<file path="src/sv/tsp_pkg.sv">
`default_nettype none
package tsp_pkg;

   localparam int CORDIC_STAGES = 16;
   localparam int CORDIC_N      = (CORDIC_STAGES > 24) ? 24 : CORDIC_STAGES;

   localparam int ACC_W   = 16;
   localparam int SQ_W    = 32;
   localparam int FRAC_W  = 16;
   localparam int RAD_W   = SQ_W + FRAC_W;
   localparam int ROOT_W  = RAD_W / 2;
   localparam int TAG_W   = ACC_W + 1;
   localparam int XY_W    = 28;
   localparam int Z_W     = 25;
   localparam int ANG_W   = 12;
   localparam int PULSE_W = 12;
   localparam int CSR_W   = 12;
   localparam int DZ_W    = 11;

   localparam int ANGLE_LIMIT = 1440;
   localparam int SPAN_180    = 2880;

   typedef enum logic [2:0] {
      CSR_DEAD_ZONE  = 3'd0,
      CSR_ALERT_THR  = 3'd1,
      CSR_STOP_PULSE = 3'd2,
      CSR_MIN_PULSE  = 3'd3,
      CSR_MAX_PULSE  = 3'd4
   } csr_index_type;

   // atan(2^-i) in degrees * 65536, rounded
   function automatic logic [Z_W-1:0] atan_entry(input int i);
      logic [Z_W-1:0] v;
      unique case (i)
         0:  v = Z_W'(2949120);
         1:  v = Z_W'(1740967);
         2:  v = Z_W'(919879);
         3:  v = Z_W'(466945);
         4:  v = Z_W'(234379);
         5:  v = Z_W'(117304);
         6:  v = Z_W'(58666);
         7:  v = Z_W'(29335);
         8:  v = Z_W'(14668);
         9:  v = Z_W'(7334);
         10: v = Z_W'(3667);
         11: v = Z_W'(1833);
         12: v = Z_W'(917);
         13: v = Z_W'(458);
         14: v = Z_W'(229);
         15: v = Z_W'(115);
         16: v = Z_W'(57);
         17: v = Z_W'(29);
         18: v = Z_W'(14);
         19: v = Z_W'(7);
         20: v = Z_W'(4);
         21: v = Z_W'(2);
         22: v = Z_W'(1);
         default: v = '0;
      endcase
      return v;
   endfunction

endpackage
`default_nettype wire

</file>
<file path="src/sv/tsp_sqrt.sv">
`default_nettype none
module tsp_sqrt (
   input  wire logic                               clock,
   input  wire logic                               reset,
   input  wire logic                               en,
   input  wire logic                               in_valid,
   input  wire logic [tsp_pkg::SQ_W-1:0]           in_sq,
   input  wire logic signed [tsp_pkg::TAG_W-1:0]   in_tag,
   output logic                                    out_valid,
   output logic [tsp_pkg::ROOT_W-1:0]              out_root,
   output logic signed [tsp_pkg::TAG_W-1:0]        out_tag
);

   localparam int RW = tsp_pkg::RAD_W;
   localparam int QW = tsp_pkg::ROOT_W;

   logic [RW-1:0]                      rem_ff  [0:QW];
   logic [QW-1:0]                      root_ff [0:QW];
   logic signed [tsp_pkg::TAG_W-1:0]   tag_ff  [0:QW];
   logic                               valid_ff[0:QW];

   always_ff @(posedge clock) begin
      if (reset) begin
         valid_ff[0] <= 1'b0;
      end else if (en) begin
         valid_ff[0] <= in_valid;
      end
      if (en) begin
         rem_ff[0]  <= {in_sq, {tsp_pkg::FRAC_W{1'b0}}};
         root_ff[0] <= '0;
         tag_ff[0]  <= in_tag;
      end
   end

   // one root bit per stage, msb first
   for (genvar k = 0; k < QW; k++) begin : g_bit
      localparam int I = QW - 1 - k;
      logic [RW-1:0] trial;
      assign trial = (RW'(root_ff[k]) << (I + 1)) | (RW'(1) << (2 * I));

      always_ff @(posedge clock) begin
         if (reset) begin
            valid_ff[k+1] <= 1'b0;
         end else if (en) begin
            valid_ff[k+1] <= valid_ff[k];
         end
         if (en) begin
            tag_ff[k+1] <= tag_ff[k];
            if (rem_ff[k] >= trial) begin
               rem_ff[k+1]  <= rem_ff[k] - trial;
               root_ff[k+1] <= root_ff[k] | (QW'(1) << I);
            end else begin
               rem_ff[k+1]  <= rem_ff[k];
               root_ff[k+1] <= root_ff[k];
            end
         end
      end
   end

   assign out_valid = valid_ff[QW];
   assign out_root  = root_ff[QW];
   assign out_tag   = tag_ff[QW];

endmodule
`default_nettype wire

</file>
<file path="config.mk">
export PLATFORM = sky130hd
export DESIGN_NAME = tsp_sqrt
export DESIGN_NICKNAME = d
export VERILOG_FILES = /design/src/sv/tsp_pkg.sv /design/src/sv/tsp_sqrt.sv
export SDC_FILE = /design/constraint.sdc
export NUM_CORES = 2
export LEC_CHECK = 0
export BUFFER_PORTS_ARGS = -buffer_cell sky130_fd_sc_hd__buf_2
export CAP_MARGIN = 20
export CORE_MARGIN = 2
export CORE_UTILIZATION = 60
export DETAILED_ROUTE_END_ITERATION = 8
export PLACE_DENSITY = 0.8
export SETUP_SLACK_MARGIN = 0.5
export SKIP_LAST_GASP = 1
export SYNTH_ARGS = -nofsm -noshare
export SYNTH_HDL_FRONTEND = slang
export SYNTH_SLANG_ARGS = --single-unit
</file>
<file path="constraint.sdc">
create_clock -name clock -period 8.1 [get_ports clock]
set_input_delay 0.81 -clock clock [delete_from_list [all_inputs] [get_ports clock]]
set_output_delay 0.81 -clock clock [all_outputs]
set_load 0.02 [all_outputs]
</file>
# After elaboration in Yosys (flattened, before gate mapping)
# Memories as Yosys holds them, arrays and structs flattened.
# Cells that the tools add are included.
# Widths: inputs -> output; s select.
word_totals:
  n_memories: 4
  out_inout_bits: 42
  input_bits: 53
  ram_bits: 2250
  reg_bits: 0
op_classes:
  n_bitwise: 73
  n_addsub: 24
  muxes: 223
  magnitude_cmp: 24
memory_table:
  columns: ["name", "words", "width", "rd", "rd_ports_with_merged_regs", "wr", "line_no", "rtl"]
  rows:
  - ["rem_ff", 25, 48, 24, 0, 25, "tsp_sqrt.sv:17", "logic [RW-1:0] rem_ff [0:QW];"]
  - ["root_ff", 25, 24, 25, 0, 25, "tsp_sqrt.sv:18", "logic [QW-1:0] root_ff [0:QW];"]
  - ["tag_ff", 25, 17, 25, 0, 25, "tsp_sqrt.sv:19", "logic signed [tsp_pkg::TAG_W-1:0] tag_ff [0:QW];"]
  - ["valid_ff", 25, 1, 25, 0, 25, "tsp_sqrt.sv:20", "logic valid_ff[0:QW];"]
ops:
  columns: ["op", "n"]
  rows:
  - ["$mux 48", 24]
  - ["$mux 24", 24]
  - ["$mux 1", 175]
  - ["$or 1x1->1", 73]
  - ["$ge 48x25->1", 1]
  - ["$ge 48x26->1", 1]
  - ["$ge 48x27->1", 1]
  - ["$ge 48x28->1", 1]
  - ["$ge 48x29->1", 1]
  - ["$ge 48x30->1", 1]
  - ["$ge 48x31->1", 1]
  - ["$ge 48x32->1", 1]
  - ["$ge 48x33->1", 1]
  - ["$ge 48x34->1", 1]
  - ["$ge 48x35->1", 1]
  - ["$ge 48x36->1", 1]
  - ["$ge 48x37->1", 1]
  - ["$ge 48x38->1", 1]
  - ["$ge 48x39->1", 1]
  - ["$ge 48x40->1", 1]
  - ["$ge 48x41->1", 1]
  - ["$ge 48x42->1", 1]
  - ["$ge 48x43->1", 1]
  - ["$ge 48x44->1", 1]
  - ["other kinds (28)", 28]

# Logic depth before layout (Yosys ltp)
# An unclocked memory read counts as a cell.
depth:
  word_depth: 6
  depth_mapped: 14

# Least setup slack after synthesis
# No wires, ideal clock.
synth_timing:
  path_type: "input to register"
  start: "input port en"
  end: "memory rem_ff[2][339] (netlist name) (enable)"
  slack_ns: 4.410
  required_ns: 7.650
  t_arrival_ns: 3.240
  setup_time_ns: 0.450
  stages: 3
  path_buffers: 3
  path_cell_list: "clkbuf_1 -> clkbuf_1 -> clkbuf_1"
synth_rtl:
  columns: ["item", "line_no", "rtl"]
  rows:
  - ["start: declaration", "tsp_sqrt.sv:5", "input wire logic en,"]
  - ["end: declaration", "tsp_sqrt.sv:17", null]

==> results.tsv <==
metric	value	unit
status	finished clean	
final_util	67.10	%
arrival	4.58	ns
syn_avg_cell_area	13.47	um^2
cts_resized	0	
fin_crit_sh	50.65	%
wl	133200	um
cts_hold_buf	0	
relSlewSlack	24.41	%
cts_setup_buffers	0	
dieArea	120600	um^2
start_kind	flip-flop	
rsz0062_at_grt	no	
vias_per_cell	5.904	
gp_congestion	0.9273	
worst-setup-path-type	reg -> reg	
antenna_found_initial	0	
area_growth	10.60	%
die_h	347.2	um
top_level_ports	95	
hold_viol	0	
post-synth-top-count-cell	edfxtp_1	
crit_family	compound AO/OA/AOI/OAI gates	
synth_common_cells	edfxtp_1 (1567), nand2_1 (400), inv_1 (386), o21ai_0 (310), ha_1 (307)	
synthSimpleGateAreaFrac	10.30	%
clk_pin_slew	0.06	ns
ys_types	95	
ys_ff_latch	1567	
ys_top_cells_by_area	edfxtp_1 (67%), ha_1 (5.4%), xor2_1 (2.9%)	
grt_use_total	22.18	%
via_count	41590	
ys_async_sr_fraction	0	%
syn_inst	5246	
fp.coreArea	116500	um^2
p_per_area	272.1	nW/um^2
grt_overflow	0	
worstMarginPinSlew	1.134	ns
synth_edf_count	1567	
ys_seq_area_share	66.57	%
crit_chain	ha_1 > fa_1 > a211oi_1 > o21ai_0 > nand3_1 > a311oi_2 > nor2_1 > inv_1 > nand4_1 > o31ai_1 > o21ai_0	
grt_max_degree	209	
synth_ff_type	edfxtp_1	
synth-xor-area-share	5.638	%
place_inst	6759	
dieWidth	347.2	um
period_needed	4.103	ns
cp_num_buf_inv	1	
stdcell_count	7044	
netlist.area_leader.share	66.57	%
clk_latency	0.77	ns
numCtsBuffers	153	
drive_gt1_share	7.899	%
root_buffer	clkbuf_16	
first_pass_iters	6	
rows	125	
remaining_drc_errors	0	
dp_hpwl	88600	um
cp_data_required_time	8.58	ns
maxCapViolCount	0	
synth_top_family_by_area	simple AND/OR/NAND/NOR gates	
slowest_delay	0.55	ns
cts_tree	done	
yosys.area.top_type	edfxtp_1	
drt_iter0_markers	3470	
finalSetupViolations	0	
insertedDiodeCount	0	
ir_worst_vdd	233.3	uV
grt_first_pass_wirelength	212800	um
wl_per_cell	18.91	um
clk_path_buf_depth	3	
port_buffers	94	
clock-sinks	1567	
crit_fanout	12	
synthMuxAreaShare	0.4230	%
whs	0.2130	ns
path_common_cell	o21ai_0	
p_leak	0.02900	uW
layout.nets	5762	
synth-compound-area-share	8.521	%
cts_htree_levels	4	
yosys_warnings	0	
syn-cell-area	70690	um^2
cpMaxStageDelayCell	o21ai_0	
hold_class	in -> reg	
slew_viol_final	0	
grt_pass1_vias	41640	
finClkSkew	0.03044	ns
synth_fa_ha_area_share	5.632	%
fin_setup_tns	0	ns
start_util	60.67	%
synthesis.nets	5613	
ant_nets	0	
endpoint_kind	flip-flop	
max_freq	0.2437	GHz
==> area by class of cell <==
cell class	instances	area, um^2
Sequential cell	1567	47060
Fill cell	7673	38340
Multi-Input combinational cell	3159	21610
Clock buffer	185	4034
Tap cell	1524	1907
Inverter	388	1456
Clock inverter	95	1291
Timing Repair Buffer	126	828.3
==> cell usage in the layout, fill, tap and decap left out, types with 35 or more instances in the layout <==
| cell type | netlist | layout |
|---|---|---|
| nand2b_1 | 67 | 67 |
| o21ai_0 | 310 | 310 |
| a211oi_1 | 45 | 45 |
| nand3_1 | 86 | 86 |
| inv_1 | 386 | 386 |
| nand2_1 | 400 | 400 |
| a21o_1 | 88 | 88 |
| nor2b_1 | 36 | 36 |
| or3_1 | 46 | 46 |
| nand4_1 | 46 | 46 |
| edfxtp_1 | 1567 | 1567 |
| o21a_1 | 56 | 56 |
| and2_1 | 48 | 48 |
| nor3_1 | 161 | 161 |
| clkbuf_16 | 0 | 157 |
| xor2_1 | 234 | 234 |
| nor4_1 | 111 | 111 |
| xnor2_1 | 221 | 221 |
| o31ai_1 | 35 | 35 |
| a21oi_1 | 211 | 211 |
| buf_2 | 8 | 93 |
| ha_1 | 307 | 307 |
| nor2_1 | 219 | 219 |
==> where the power goes <==
part	internal [uW]	leakage, uW	switching (uW)
sequential	10000	0.0150	604
combinational	1290	0.0115	1850
clock	4440	0.00256	3040
total	15800	0.0290	5490
==> worst register-to-register path, cell delays in order (launching register included) <==
cell	delay, ns
edfxtp_1	0.43
ha_1	0.26
fa_1	0.27
a211oi_1	0.10
o21ai_0	0.55
nand3_1	0.19
a311oi_2	0.40
nor2_1	0.24
inv_1	0.30
nand4_1	0.50
o31ai_1	0.43
o21ai_0	0.16
==> layer usage <==
metal  wire length, um  global-route usage, %  share of wire (%)  up-vias
met5                 0                      0                  0        -
met4              5572                  9.574                4.2        0
met3              7943                  3.943                6.0      355
met2             68450                  39.81                 51     1443
met1             51220                  26.13                 38    19960
li1                  -                      -                  -    19830
==> state kept, by name, indices dropped and copies added, names as in the netlist <==
name	flops
rem_ff	817
valid_ff	25
tag_ff	425
root_ff	300
==> logic make-up (layout without fill, tap and decap cells) <==
family	after synthesis	in the layout
compound gates	956	956
xor+xnor	455	455
simple gates	1407	1407
fa+ha+maj	314	314
flops	1567	1567
buf+inv	520	794
mux	27	27
==> metrics by stage <==
step	worst slack, ns	instance area, um^2	total power (uW)
after detailed placement	3.774	72780	13860
after CTS	3.689	78100	21360
after floorplan	4.410	70690	12980
after global placement	3.857	72750	13730
final	3.997	78180	21270
after global routing	3.628	78180	22170
==> path summary, 6_finish.rpt <==
check	cells past startpoint	from	slack, ns	to
hold reg to reg	0	tag_ff[0][155]	0.41	tag_ff[0][172]
setup / recovery	11	rem_ff[2][246]	4.00	rem_ff[2][319]
setup reg to reg	11	rem_ff[2][246]	4.00	rem_ff[2][319]
hold / removal	1	in_tag[9]	0.21	tag_ff[0][9]
(Power assumes the default switching activity.)
