$ cat src/sv/tsp_pkg.sv
`default_nettype none
package tsp_pkg;

   localparam int CORDIC_STAGES = 16;
   localparam int CORDIC_N      = (CORDIC_STAGES > 24) ? 24 : CORDIC_STAGES;

   localparam int ACC_W   = 16;
   localparam int SQ_W    = 32;
   localparam int FRAC_W  = 16;
   localparam int RAD_W   = SQ_W + FRAC_W;
   localparam int ROOT_W  = RAD_W / 2;
   localparam int TAG_W   = ACC_W + 1;
   localparam int XY_W    = 28;
   localparam int Z_W     = 25;
   localparam int ANG_W   = 12;
   localparam int PULSE_W = 12;
   localparam int CSR_W   = 12;
   localparam int DZ_W    = 11;

   localparam int ANGLE_LIMIT = 1440;
   localparam int SPAN_180    = 2880;

   typedef enum logic [2:0] {
      CSR_DEAD_ZONE  = 3'd0,
      CSR_ALERT_THR  = 3'd1,
      CSR_STOP_PULSE = 3'd2,
      CSR_MIN_PULSE  = 3'd3,
      CSR_MAX_PULSE  = 3'd4
   } csr_index_type;

   // atan(2^-i) in degrees * 65536, rounded
   function automatic logic [Z_W-1:0] atan_entry(input int i);
      logic [Z_W-1:0] v;
      unique case (i)
         0:  v = Z_W'(2949120);
         1:  v = Z_W'(1740967);
         2:  v = Z_W'(919879);
         3:  v = Z_W'(466945);
         4:  v = Z_W'(234379);
         5:  v = Z_W'(117304);
         6:  v = Z_W'(58666);
         7:  v = Z_W'(29335);
         8:  v = Z_W'(14668);
         9:  v = Z_W'(7334);
         10: v = Z_W'(3667);
         11: v = Z_W'(1833);
         12: v = Z_W'(917);
         13: v = Z_W'(458);
         14: v = Z_W'(229);
         15: v = Z_W'(115);
         16: v = Z_W'(57);
         17: v = Z_W'(29);
         18: v = Z_W'(14);
         19: v = Z_W'(7);
         20: v = Z_W'(4);
         21: v = Z_W'(2);
         22: v = Z_W'(1);
         default: v = '0;
      endcase
      return v;
   endfunction

endpackage
`default_nettype wire

$ cat src/sv/tsp_cordic.sv
`default_nettype none
module tsp_cordic (
   input  wire logic                               clock,
   input  wire logic                               reset,
   input  wire logic                               en,
   input  wire logic                               in_valid,
   input  wire logic [tsp_pkg::ROOT_W-1:0]         in_root,
   input  wire logic signed [tsp_pkg::TAG_W-1:0]   in_tag,
   output logic                                    out_valid,
   output logic                                    out_zero,
   output logic signed [tsp_pkg::Z_W-1:0]          out_angle
);

   localparam int N  = tsp_pkg::CORDIC_N;
   localparam int XW = tsp_pkg::XY_W;
   localparam int ZW = tsp_pkg::Z_W;

   logic signed [XW-1:0] x_ff    [0:N];
   logic signed [XW-1:0] y_ff    [0:N];
   logic signed [ZW-1:0] z_ff    [0:N];
   logic                 zero_ff [0:N];
   logic                 valid_ff[0:N];

   always_ff @(posedge clock) begin
      if (reset) begin
         valid_ff[0] <= 1'b0;
      end else if (en) begin
         valid_ff[0] <= in_valid;
      end
      if (en) begin
         x_ff[0]    <= $signed(XW'(in_root));
         // y starts as -accel_x scaled by 2^8
         y_ff[0]    <= XW'(in_tag) <<< 8;
         z_ff[0]    <= '0;
         zero_ff[0] <= (in_root == '0) && (in_tag == '0);
      end
   end

   for (genvar i = 0; i < N; i++) begin : g_rot
      logic signed [XW-1:0] dx;
      logic signed [XW-1:0] dy;
      logic signed [ZW-1:0] step;
      assign dx   = y_ff[i] >>> i;
      assign dy   = x_ff[i] >>> i;
      assign step = $signed(tsp_pkg::atan_entry(i));

      always_ff @(posedge clock) begin
         if (reset) begin
            valid_ff[i+1] <= 1'b0;
         end else if (en) begin
            valid_ff[i+1] <= valid_ff[i];
         end
         if (en) begin
            zero_ff[i+1] <= zero_ff[i];
            if (!y_ff[i][XW-1]) begin
               x_ff[i+1] <= x_ff[i] + dx;
               y_ff[i+1] <= y_ff[i] - dy;
               z_ff[i+1] <= z_ff[i] + step;
            end else begin
               x_ff[i+1] <= x_ff[i] - dx;
               y_ff[i+1] <= y_ff[i] + dy;
               z_ff[i+1] <= z_ff[i] - step;
            end
         end
      end
   end

   assign out_valid = valid_ff[N];
   assign out_zero  = zero_ff[N];
   assign out_angle = z_ff[N];

endmodule
`default_nettype wire

$ cat config.mk
export PLATFORM = sky130hd
export DESIGN_NAME = tsp_cordic
export DESIGN_NICKNAME = d
export VERILOG_FILES = /design/src/sv/tsp_pkg.sv /design/src/sv/tsp_cordic.sv
export SDC_FILE = /design/constraint.sdc
export NUM_CORES = 2
export LEC_CHECK = 0
export ABC_CLOCK_PERIOD_IN_PS = 9850
export BUFFER_PORTS_ARGS = -buffer_cell sky130_fd_sc_hd__buf_2
export CAP_MARGIN = 10
export CORE_MARGIN = 3
export CORE_UTILIZATION = 60
export CTS_CLUSTER_SIZE = 25
export DETAILED_ROUTE_END_ITERATION = 10
export PLACE_DENSITY = 0.83
export SETUP_SLACK_MARGIN = 0.05
export SLEW_MARGIN = 25
export SYNTH_ARGS = -nofsm -noshare
export SYNTH_HDL_FRONTEND = slang
export SYNTH_SLANG_ARGS = --single-unit
$ cat constraint.sdc
create_clock -name clock -period 9.85 [get_ports clock]
set_clock_uncertainty 0.2 [all_clocks]
set_input_delay 0.985 -clock clock [delete_from_list [all_inputs] [get_ports clock]]
set_output_delay 0.985 -clock clock [all_outputs]
set_load 0.03 [all_outputs]
Word level (Yosys, flattened, before mapping)
Memories as Yosys holds them, arrays and structs flattened.
Index checks and enable logic that the tools add are counted.
{"block": "word_totals", "output_inout_bits": 27, "memories": 5, "mem_bits_rw": 1411, "inputBits": 45, "word_cells": 335, "ff_bits": 0}
{"block": "op_classes", "bitwise": 65, "n_mux": 167, "reduce_logical": 3, "n_addsub": 95}
{"memory": "x_ff", "depth": 17, "word_bits": 28, "read_ports": 16, "rd_ports_with_merged_regs": 0, "wr": 17, "line_no": "tsp_cordic.sv:18", "source": "logic signed [XW-1:0] x_ff [0:N];"}
{"memory": "y_ff", "depth": 17, "word_bits": 28, "read_ports": 16, "rd_ports_with_merged_regs": 0, "wr": 17, "line_no": "tsp_cordic.sv:19", "source": "logic signed [XW-1:0] y_ff [0:N];"}
{"memory": "z_ff", "depth": 17, "word_bits": 25, "read_ports": 17, "rd_ports_with_merged_regs": 0, "wr": 17, "line_no": "tsp_cordic.sv:20", "source": "logic signed [ZW-1:0] z_ff [0:N];"}
{"memory": "valid_ff", "depth": 17, "word_bits": 1, "read_ports": 17, "rd_ports_with_merged_regs": 0, "wr": 17, "line_no": "tsp_cordic.sv:22", "source": "logic valid_ff[0:N];"}
{"memory": "zero_ff", "depth": 17, "word_bits": 1, "read_ports": 17, "rd_ports_with_merged_regs": 0, "wr": 17, "line_no": "tsp_cordic.sv:21", "source": "logic zero_ff [0:N];"}
{"cell": "$mux W28", "count": 32}
{"cell": "$mux W25", "count": 16}
{"cell": "$mux W1", "count": 119}
{"cell": "$or A1 B1 Y1", "count": 65}
{"cell": "$add A28 B13 Y28", "count": 2}
{"cell": "$add A28 B14 Y28", "count": 2}
{"cell": "$add A28 B15 Y28", "count": 2}
{"cell": "$add A28 B16 Y28", "count": 2}
{"cell": "$add A28 B17 Y28", "count": 2}
{"cell": "$add A28 B18 Y28", "count": 2}
{"cell": "$add A28 B19 Y28", "count": 2}
{"cell": "$add A28 B20 Y28", "count": 2}
{"cell": "$add A28 B21 Y28", "count": 2}
{"cell": "$add A28 B22 Y28", "count": 2}
{"cell": "$add A28 B23 Y28", "count": 2}
{"cell": "$add A28 B24 Y28", "count": 2}
{"cell": "$add A28 B25 Y28", "count": 2}
{"cell": "$add A28 B26 Y28", "count": 2}
{"cell": "$add A28 B27 Y28", "count": 2}
{"cell": "$sub A28 B13 Y28", "count": 2}
{"cell": "$sub A28 B14 Y28", "count": 2}
{"cell": "$sub A28 B15 Y28", "count": 2}
{"cell": "$sub A28 B16 Y28", "count": 2}
{"cell": "$sub A28 B17 Y28", "count": 2}
{"cell": "47 further kinds", "count": 58}

Logic depth before layout (Yosys ltp)
An unclocked memory read counts as a cell.
{"block": "depth", "depth_word": 5, "ltp_mapped": 20, "depth_no_buf": 19}

Least setup slack after synthesis
OpenSTA, ideal clock, no wires.
{"block": "synth_timing", "path_kind": "input to register", "start": "input port en", "end": "memory x_ff[3][24] (netlist name) (data pin)", "arrival_ns": 5.076, "path_buffers": 4, "t_required_ns": 9.389, "slack_ns": 4.313, "cell_stages": 18, "setup_ns": 0.261, "path_cell_list": "clkbuf_1 -> clkbuf_1 -> nand2_1 -> inv_1 -> clkbuf_1 -> buf_1 -> nor2_1 -> xnor2_1 -> ha_1 -> nor2b_1 -> o21a_1 -> o21ai_0 -> a21oi_1 -> o311ai_1 -> o31a_1 -> nor3_1 -> o41a_1 -> a311o_1"}
{"item": "start: declaration", "line_no": "tsp_cordic.sv:5", "source": "input wire logic en,"}
{"item": "end: declaration", "line_no": "tsp_cordic.sv:18"}

==> results.sh <==
export IMPL_outcome="complete, no violations"
export IMPL_drc=0
export IMPL_ioPinCount=72
export IMPL_synth_edf_count=1193
export IMPL_placeableCoreArea_um2=164000
export IMPL_via_count=79465
export IMPL_initial_core_util_pct=60.7
export IMPL_worstPathMaxFanout=74
export IMPL_tns_ps=0
export IMPL_place_hpwl_mm=193
export IMPL_die_area_um2=170000
export IMPL_startpoint_type="input port"
export IMPL_finalMaxSlewViolations=0
export IMPL_crit_type="input port to register"
export IMPL_end_kind="register"
export IMPL_cp_arrival_ps=6850
export IMPL_synth_async_sr_flop_share_pct=0
export IMPL_synth_cells=10316
export IMPL_rsz0062_at_grt="false"
export IMPL_hold_violations=0
export IMPL_cts_made_buffers=138
export IMPL_core_rowCount=148
export IMPL_netlist_top_cells_area="edfxtp_1 36%, ha_1 15%, xnor2_1 8.0%"
export IMPL_max_freq_ghz=0.153
export IMPL_dr_pass1_iters=8
export IMPL_grt_max_degree=163
export IMPL_nets=11645
export IMPL_synth_warnings=0
export IMPL_hold_path_class="input port to register"
export IMPL_cts_resized_gates=0
export IMPL_max_slew_margin_pct=31.5
export IMPL_final_common_cell="edfxtp_1"
export IMPL_grt_pass1_wl_mm=398
export IMPL_nFillCells=12795
export IMPL_tightest_slew_ps=1030
export IMPL_yosysTopAreaCellShare_pct=36.1
export IMPL_port_buffers=70
export IMPL_routedWlPerCell_um=19.6
export IMPL_most_common_layout_cells="1,193 x edfxtp_1, 1,168 x ha_1, 906 x xnor2_1"
export IMPL_clkLatencyLatePin_ps=790
export IMPL_ys_types=94
export IMPL_postCtsSetupBuffers=0
export IMPL_synth_area_per_cell_um2=9.62
export IMPL_clkTransAtPathRegs_ps=60
export IMPL_cap_violations=0
export IMPL_chipWidth_um=413
export IMPL_gr_usage_all_layers_pct=28.6
export IMPL_synth_top_area_cell="edfxtp_1"
export IMPL_globalplace_congestion=0.983
export IMPL_required_ps=10190
export IMPL_viasPerCell=6.27
export IMPL_ant_nets=0
export IMPL_seq_area_frac_synth_pct=36.1
export IMPL_postRouteWirelength_mm=249
export IMPL_area_delta_synth_final_pct=7.24
export IMPL_cts_buffer_depth=3
export IMPL_syn_num_nets=11568
export IMPL_drive_gt1_share_pct=3.97
export IMPL_cts_num_sinks=1193
export IMPL_ys_seq_elements=1193
export IMPL_period_needed_ps=6520
export IMPL_antenna_found_initial=6
export IMPL_grt_pass1_vias=77473
export IMPL_synth_top_flop_cell="edfxtp_1"
export IMPL_post_synth_instance_area_um2=99200
export IMPL_ctsHoldBuffers=0
export IMPL_fin_crit_sh_pct=66.2
export IMPL_fp_dieH_um=413
export IMPL_setup_violations=0
export IMPL_cts_tree="built"
export IMPL_h_tree_depth=4
export IMPL_cts_root_buffer="clkbuf_16"
export IMPL_grt_overflow=0
export IMPL_initialDrtViolationCount=7203
## logic make-up after synthesis
family,after synthesis,synth area share [%]
other,1,0.00378
AO/OA/AOI/OAI,2970,19.1
AND/OR/NAND/NOR,2855,14.0
buffers and inverters,639,2.43
adder cells (fa/ha/maj),1207,15.5
multiplexers,54,0.567
XOR/XNOR,1397,12.3
flip-flops,1193,36.1
## sequential cells by signal (all words and copies together), names as in the netlist
| register | flops |
|---|---|
| y_ff | 409 |
| x_ff | 402 |
| z_ff | 348 |
| valid_ff | 17 |
| zero_ff | 17 |
## layer usage
metal / global-route usage (%) / vias to the layer above / share of wire (%)
met5: 0 / - / 0.0052
met4: 12.5 / 2 / 4.4
met3: 3.82 / 627 / 5.9
met2: 49.0 / 2699 / 48
met1: 36.1 / 37721 / 41
li1: - / 38416 / -
## layout make-up
cell class	instances	area [um^2]	area share [%]
Antenna cell	4	10.0	0.00941
Inverter	463	1740	1.63
Multi-Input combinational cell	8484	61000	57.3
Sequential cell	1193	35800	33.7
Timing Repair Buffer	113	708	0.666
Clock buffer	168	3610	3.39
Tap cell	2175	2720	2.56
Clock inverter	78	785	0.737
## stage by stage
| step | utilization (%) | setup WS, ps | instance area [um^2] | hold slack, ps | instances |
|---|---|---|---|---|---|
| 2_1_floorplan | - | 4310 | 99200 | 200 | 10316 |
| 3_3_place_gp | 62.4 | 2920 | 102000 | 201 | 12428 |
| 3_5_place_dp | 62.4 | 2730 | 102000 | 205 | 12428 |
| 4_1_cts | 65.1 | 3540 | 106000 | 135 | 12674 |
| 5_1_grt | 65.1 | 3050 | 106000 | 162 | 12674 |
| 6_report | 65.1 | 3330 | 106000 | 185 | 12678 |
## cells in the mapped netlist (all sizes together) (26+ instances only)
library cell / n
a211o: 29
a211oi: 91
a21boi: 40
a21o: 384
a21oi: 883
a31oi: 86
and2: 67
and3: 85
clkbuf: 160
edfxtp: 1193
fa: 39
ha: 1168
inv: 455
mux2i: 36
nand2: 657
nand2b: 177
nand3: 194
nand3b: 26
nand4: 72
nor2: 842
nor2b: 153
nor3: 267
nor3b: 29
nor4: 74
o211ai: 54
o21a: 177
o21ai: 637
o21bai: 112
o31ai: 149
o41ai: 66
or2: 35
or3: 80
or4: 54
xnor2: 906
xor2: 491
## path summary, 6_finish.rpt
path,startpoint,endpoint,slack (ps),cells past startpoint
worst max-delay path,en,y_ff[15][27],3330,16
worst min-delay path,in_tag[5],y_ff[0][13],180,1
worst max register to register,x_ff[7][9],y_ff[8][24],4240,17
worst min register to register,z_ff[5][2],z_ff[6][2],220,0
## worst max-delay path, cell delays in order
cell and delay [ps]:
buf_8 380, buf_4 840, nand2_1 700, inv_1 850, nor2_1 120, xor2_1 180
ha_1 280, a21o_1 160, a21o_1 170, a21o_1 170, a2111oi_0 500, o21ai_0 250
a2111oi_0 510, o41ai_1 150, a221o_1 320, xor2_1 160
Power is left out: the tool's default activity adds up to more than one toggle a clock period on the data nets, which glitch-free logic cannot reach.
